## config.mk

```make
export PLATFORM = sky130hd
export DESIGN_NAME = occ_div
export DESIGN_NICKNAME = d
export VERILOG_FILES = /design/src/design/occ_pkg.sv /design/src/design/occ_div.sv
export SDC_FILE = /design/constraint.sdc
export NUM_CORES = 1
export LEC_CHECK = 0
export ABC_CLOCK_PERIOD_IN_PS = 5800
export BUFFER_PORTS_ARGS = -buffer_cell sky130_fd_sc_hd__clkbuf_2
export CORE_UTILIZATION = 49
export DETAILED_ROUTE_END_ITERATION = 8
export GPL_TIMING_DRIVEN = 0
export PLACE_DENSITY = 0.72
export SYNTH_ARGS = -nofsm -noshare
export SYNTH_HDL_FRONTEND = slang
export SYNTH_SLANG_ARGS = --single-unit
```

## constraint.sdc

```tcl
create_clock -name clk -period 5.8 [get_ports clk]
set_input_delay 1.16 -clock clk [delete_from_list [all_inputs] [get_ports clk]]
set_output_delay 1.16 -clock clk [all_outputs]
set_load 0.1 [all_outputs]
```

## src/design/occ_pkg.sv

```systemverilog
package occ_pkg;

	localparam int DIVN_W = 23;
	localparam int DIVD_W = 16;
	localparam int CNT_W = 11;
	localparam int CFG_IDX_W = 3;

	localparam logic [CFG_IDX_W-1:0] REG_WINDOW = 3'd0;
	localparam logic [CFG_IDX_W-1:0] REG_RMIN = 3'd1;
	localparam logic [CFG_IDX_W-1:0] REG_RMAX = 3'd2;
	localparam logic [CFG_IDX_W-1:0] REG_PMIN = 3'd3;
	localparam logic [CFG_IDX_W-1:0] REG_PMAX = 3'd4;

	localparam logic OP_CLEAR = 1'b0;
	localparam logic OP_READ = 1'b1;

	localparam logic [7:0] OCC_NONE = 8'hFF;
	localparam logic [6:0] OCC_FULL = 7'd127;

endpackage

```

## src/design/occ_div.sv

```systemverilog
module occ_div (
	input  logic                        clk,
	input  logic                        arst_n,
	input  logic                        start,
	input  logic [occ_pkg::DIVN_W-1:0]  dividend,
	input  logic [occ_pkg::DIVD_W-1:0]  divisor,
	output logic                        done,
	output logic [occ_pkg::DIVN_W-1:0]  quotient
);
	import occ_pkg::*;

	localparam int CW = $clog2(DIVN_W + 1);

	logic              busy_q;
	logic              done_q;
	logic [CW-1:0]     cnt_q;
	logic [DIVD_W-1:0] rem_q;
	logic [DIVD_W-1:0] den_q;
	logic [DIVN_W-1:0] quo_q;
	logic [DIVD_W:0]   trial;
	logic              ge;
	logic [DIVD_W:0]   diff;

	// one quotient bit per cycle, restoring
	assign trial = {rem_q, quo_q[DIVN_W-1]};
	assign ge = trial >= {1'b0, den_q};
	assign diff = trial - {1'b0, den_q};

	always_ff @(posedge clk or negedge arst_n) begin
		if (!arst_n) begin
			busy_q <= 1'b0;
			done_q <= 1'b0;
			cnt_q <= '0;
		end else begin
			done_q <= 1'b0;
			if (start) begin
				busy_q <= 1'b1;
				cnt_q <= '0;
			end else if (busy_q) begin
				cnt_q <= cnt_q + 1'b1;
				if (cnt_q == CW'(DIVN_W - 1)) begin
					busy_q <= 1'b0;
					done_q <= 1'b1;
				end
			end
		end
	end

	always_ff @(posedge clk) begin
		if (start) begin
			rem_q <= '0;
			quo_q <= dividend;
			den_q <= divisor;
		end else if (busy_q) begin
			rem_q <= ge ? diff[DIVD_W-1:0] : trial[DIVD_W-1:0];
			quo_q <= {quo_q[DIVN_W-2:0], ge};
		end
	end

	assign done = done_q;
	assign quotient = quo_q;

endmodule

```

Word level (Yosys, flattened, before mapping)
Cells that the tools add are included.
W data, S select, Z words.
{"block": "classes", "order_cmp": 1, "addsub": 2, "n_eq_ne": 1, "n_reduce_logical": 1, "n_mux": 11}
{"cell": "$mux W23", "count": 2}
{"cell": "$ge A17 B16 Y1", "count": 1}
{"cell": "$mux W16", "count": 1}
{"cell": "$sub A16 B16 Y16", "count": 1}
{"cell": "$mux W5", "count": 2}
{"cell": "$mux W1", "count": 6}
{"cell": "$add A5 B1 Y5 const B", "count": 1}
{"cell": "$eq A5 B5 Y1 const B", "count": 1}
{"cell": "$reduce_bool A2 Y1", "count": 1}
{"block": "totals", "input_bits": 42, "wordCells": 22, "register_bits": 62}

Longest topological paths before layout
{"block": "logic_depth", "depth_word": 4, "mapped_depth": 10, "ltp_nobuf": 9}

Least setup slack after synthesis
OpenSTA, ideal clock, no wires.
{"block": "synth_timing", "kind": "reg-to-reg", "startpoint": "register quo_q[22] (netlist: quotient[22])", "endpoint": "register rem_q[14]", "t_required_ns": 5.678, "t_arrival_ns": 2.844, "path_stages_with_launch": 10, "path_slack_ns": 2.834, "period_less_slack_ns": 2.966, "cell_sequence": "edfxtp_1 > inv_1 > ha_1 > fa_1 > nand2b_1 > a211oi_1 > o21bai_1 > a41oi_1 > xor2_1 > a311o_1"}
{"block": "synth_via", "elab_chain_cells": 2, "word_cells_on_any_way": 3, "classes_between": "add/sub: 1; order compare: 1; mux: 1"}
{"item": "from (decl)", "line": "occ_div.sv:19", "source": "logic [DIVN_W-1:0] quo_q;"}
{"item": "from (signal assigned)", "line": "occ_div.sv:52", "source": "quo_q <= dividend;"}
{"item": "from (signal assigned)", "line": "occ_div.sv:56", "source": "quo_q <= {quo_q[DIVN_W-2:0], ge};"}
{"item": "$sub A16 B16 Y16 or $ge A17 B16 Y1 (tied branches)", "line": "occ_div.sv:27, occ_div.sv:26"}
{"item": "$mux W16 *", "line": "occ_div.sv:55", "source": "rem_q <= ge ? diff[DIVD_W-1:0] : trial[DIVD_W-1:0];"}
{"item": "to (signal assigned)", "line": "occ_div.sv:55"}
{"item": "to (decl)", "line": "occ_div.sv:17", "source": "logic [DIVD_W-1:0] rem_q;"}
Mark *: on every way between the ends. The rest lies on a longest branch, timed or not.
A chain may end at the register's enable or synchronous reset.

Worst setup path after layout
{"block": "layout_timing", "startpoint": "input start", "endpoint": "register quo_q[20] (netlist: quotient[20]) (enable)"}
{"block": "layout_via", "elab_chain_cells": 1}
{"item": "from (decl)", "line": "occ_div.sv:4", "source": "input logic start,"}
{"item": "$reduce_bool A2 Y1 (no line)"}
No other way between the ends.

==> summary.txt <==
Clock network
  – Root Buffer: clkbuf_8
  – H-tree depth: 3
  – Clk sinks: 62
  – Post-CTS Setup Bufs: 0
  – CTS tree: built
  – Resized cells post-CTS: 0
  – Bufs on Longest Clock Path: 2
  – # hold bufs at CTS: 0
  – Worst skew pair latency: 0.35 ns
  – CTS Buf Count: 9
  – Worst-path clk slew: 0.08 ns

Power
  – Max VDD drop: 0.000220 V
  – Pwr dens: 277 mW/mm^2
  – Leakage Power: 0.00178 uW

STA
  – Worst-margin pin slew: 0.643 ns
  – Hold Fails Final Rpt: 0
  – RSZ-0062 raised after global routing: no
  – Clock Skew: 0.0135 ns
  – Fin crit share: 0.545
  – Setup WS post-layout: 2.64 ns
  – F_max: 316 MHz
  – Min Tclk post-route: 3.16 ns
  – Setup TNS: 0 ns
  – Final Max Slew Viols: 0
  – Slew Limit Headroom: 0.572
  – Final setup fails: 0

Floorplan
  – Die Width: 86.8 um
  – Die footprint: 0.00753 sq mm
  – # IOs: 66
  – Die height: 86.8 um
  – Starting Density: 0.512
  – CORE AREA: 0.00687 sq mm
  – Num rows: 30

Synth
  – Syn_area_per_cell: 10.4 sq um
  – Part of the Yosys area used for sequential elements: 0.474
  – Syn_nets: 398
  – Synth unique cells: 55
  – Top FF cell, synth: edfxtp_1
  – EDFF count, synth: 39
  – Post-Synthesis Cells: 337
  – FFs w/ async S/R, synth: 0.113
  – Synthesized cell area: 0.00352 sq mm
  – Yosys warns: 0
  – #FFs+latches synth: 62

Placed design
  – Routability Congestion: 0.897
  – PortBufs: 65
  – HPWL after detailed placement: 5620 um
  – Worst slack at placement: 2.24 ns

Setup path
  – Critical path capture point type: flip-flop
  – Critical path type: input pin to flip-flop
  – Reg2reg end: rem_q[12]$_SDFFE_PP0P_
  – Worst Path Required: 5.78 ns
  – Worst R2R Start: den_q[9]$_DFFE_PP_
  – Setup crit start kind: input pin
  – Critical path startpoint: start
  – Worst reg2reg setup slack: 3.01 ns
  – CP arrival: 3.14 ns
  – CP max FO: 23
  – Worst reg2reg path depth: 10

Layout
  – # fillers: 585
  – Antenna cells: 0
  – Layout overhead on the synthesized area: 18.1%
  – Fin nets: 474
  – Share of layout cells above drive strength 1: 0.273
  – Most common cell after layout, fill and taps aside: clkbuf_2
  – Most frequent cells in the layout: clkbuf_2, edfxtp_1, nor2_1, inv_1, mux2_2

Route
  – Post-DRT Antenna Nets: 0
  – Routed wire length per instance: 15.4 um
  – Initial DRC count: 227
  – Vias post-DR: 2,857
  – DR vias/cell: 5.56
  – Detailed-route DRC error count: 0
  – Initial DRT Pass Iterations: 4
  – Final Routed Wirelength: 7920 um

Outcome
  – Status: finished, final reports clean

Min path
  – Worst Hold Endpoint: rem_q[15]$_SDFFE_PP0P_
  – WHS Path Cells: 2
  – Worst hold path class: flip-flop to flip-flop
  – Hold path startpoint: rem_q[15]$_SDFFE_PP0P_

Global route
  – Gr usage total: 0.227
  – Global route overflow: 0
  – Vias in the first global route: 2,700
  – Initial antenna violation count: 0
  – Largest net degree at the start of global routing: 24
  – Global-route wire length before repair: 12,900 um

Flow run
  – Max Cap Violations: 0
==> stage by stage <==
step	power [uW]	cells	hold slack, ns	cell area, sq um	utilization
2_1_floorplan	731	337	0.470	3520	-
3_3_place_gp	781	498	0.486	3970	0.577
3_5_place_dp	785	498	0.494	3970	0.577
4_1_cts	1160	514	0.506	4160	0.605
5_1_grt	1200	514	0.533	4160	0.605
6_report	1150	514	0.506	4160	0.605
==> metal layers <==
| layer | share of wire | global-route usage |
|---|---|---|
| met1 | 0.46 | 0.296 |
| met2 | 0.47 | 0.357 |
| met3 | 0.056 | 0.0657 |
| met4 | 0.014 | 0.0894 |
| met5 | 0 | 0 |
==> cells in the mapped netlist (4+ instances only) <==
master / number / area, sq um
xnor2_1: 8 / 70.1
dfrtp_1: 7 / 175
nand2_1: 21 / 78.8
nor2_1: 30 / 113
buf_1: 4 / 15.0
xor2_1: 4 / 35.0
o21ai_0: 10 / 50.1
edfxtp_1: 39 / 1170
a211oi_1: 9 / 67.6
mux2i_1: 6 / 60.1
clkbuf_1: 7 / 26.3
a21oi_1: 17 / 85.1
nor3_1: 4 / 20.0
nand3_1: 8 / 40.0
inv_1: 25 / 93.8
dfxtp_1: 16 / 320
buf_2: 4 / 20.0
nand2b_1: 13 / 81.3
a311oi_1: 5 / 43.8
mux2_2: 23 / 259
nand4_1: 7 / 43.8
ha_1: 18 / 225
==> power breakdown <==
| group | switching, uW | total [uW] | leakage, uW | internal, uW |
|---|---|---|---|---|
| Sequential | 15.3 | 517 | 0.000622 | 502 |
| Clock | 178 | 375 | 0.0000883 | 197 |
| Combinational | 191 | 259 | 0.00107 | 68.7 |
==> state kept, by name (all words and copies together), names as in the netlist <==
| signal | flops |
|---|---|
| rem_q | 16 |
| busy_q | 1 |
| quotient | 23 |
| den_q | 16 |
| cnt_q | 5 |
| done | 1 |
==> cells by family (layout without fill, tap and decap cells) <==
logic type	Yosys count	after routing	share of synthesized area
simple gates	99	99	0.140
compound gates	73	73	0.145
flops	62	62	0.474
buf+inv	43	124	0.0508
mux	29	29	0.0907
fa+ha+maj	19	19	0.0697
xor+xnor	12	12	0.0299
==> area by class of cell <==
class / count / area, sq um / area share
Clock inverter: 6 / 62.6 / 0.0151
Clock buffer: 10 / 128 / 0.0307
Buffer: 18 / 85.1 / 0.0205
Tap cell: 96 / 120 / 0.0289
Timing Repair Buffer: 65 / 325 / 0.0783
Inverter: 25 / 93.8 / 0.0226
Sequential cell: 62 / 1670 / 0.401
Multi-Input combinational cell: 232 / 1670 / 0.403
==> how the worst max path moves through the flow <==
stage / endpoint / slack [ns] / cells after the start
2_1_floorplan: rem_q[14]$_SDFFE_PP0P_ / 2.83 / 9
3_3_place_gp: quotient[10]$_DFFE_PP_ / 2.28 / 4
3_5_place_dp: quotient[10]$_DFFE_PP_ / 2.24 / 4
4_1_cts: quotient[19]$_DFFE_PP_ / 2.60 / 4
5_1_grt: quotient[22]$_DFFE_PP_ / 2.51 / 4
6_report: quotient[20]$_DFFE_PP_ / 2.64 / 4
==> worst max-delay path, stage by stage <==
cell and delay (ns):
clkbuf_2 0.43, buf_1 0.44, clkbuf_1 0.52, or2_2 0.58
Note: power is estimated with default switching activity, not from simulation.
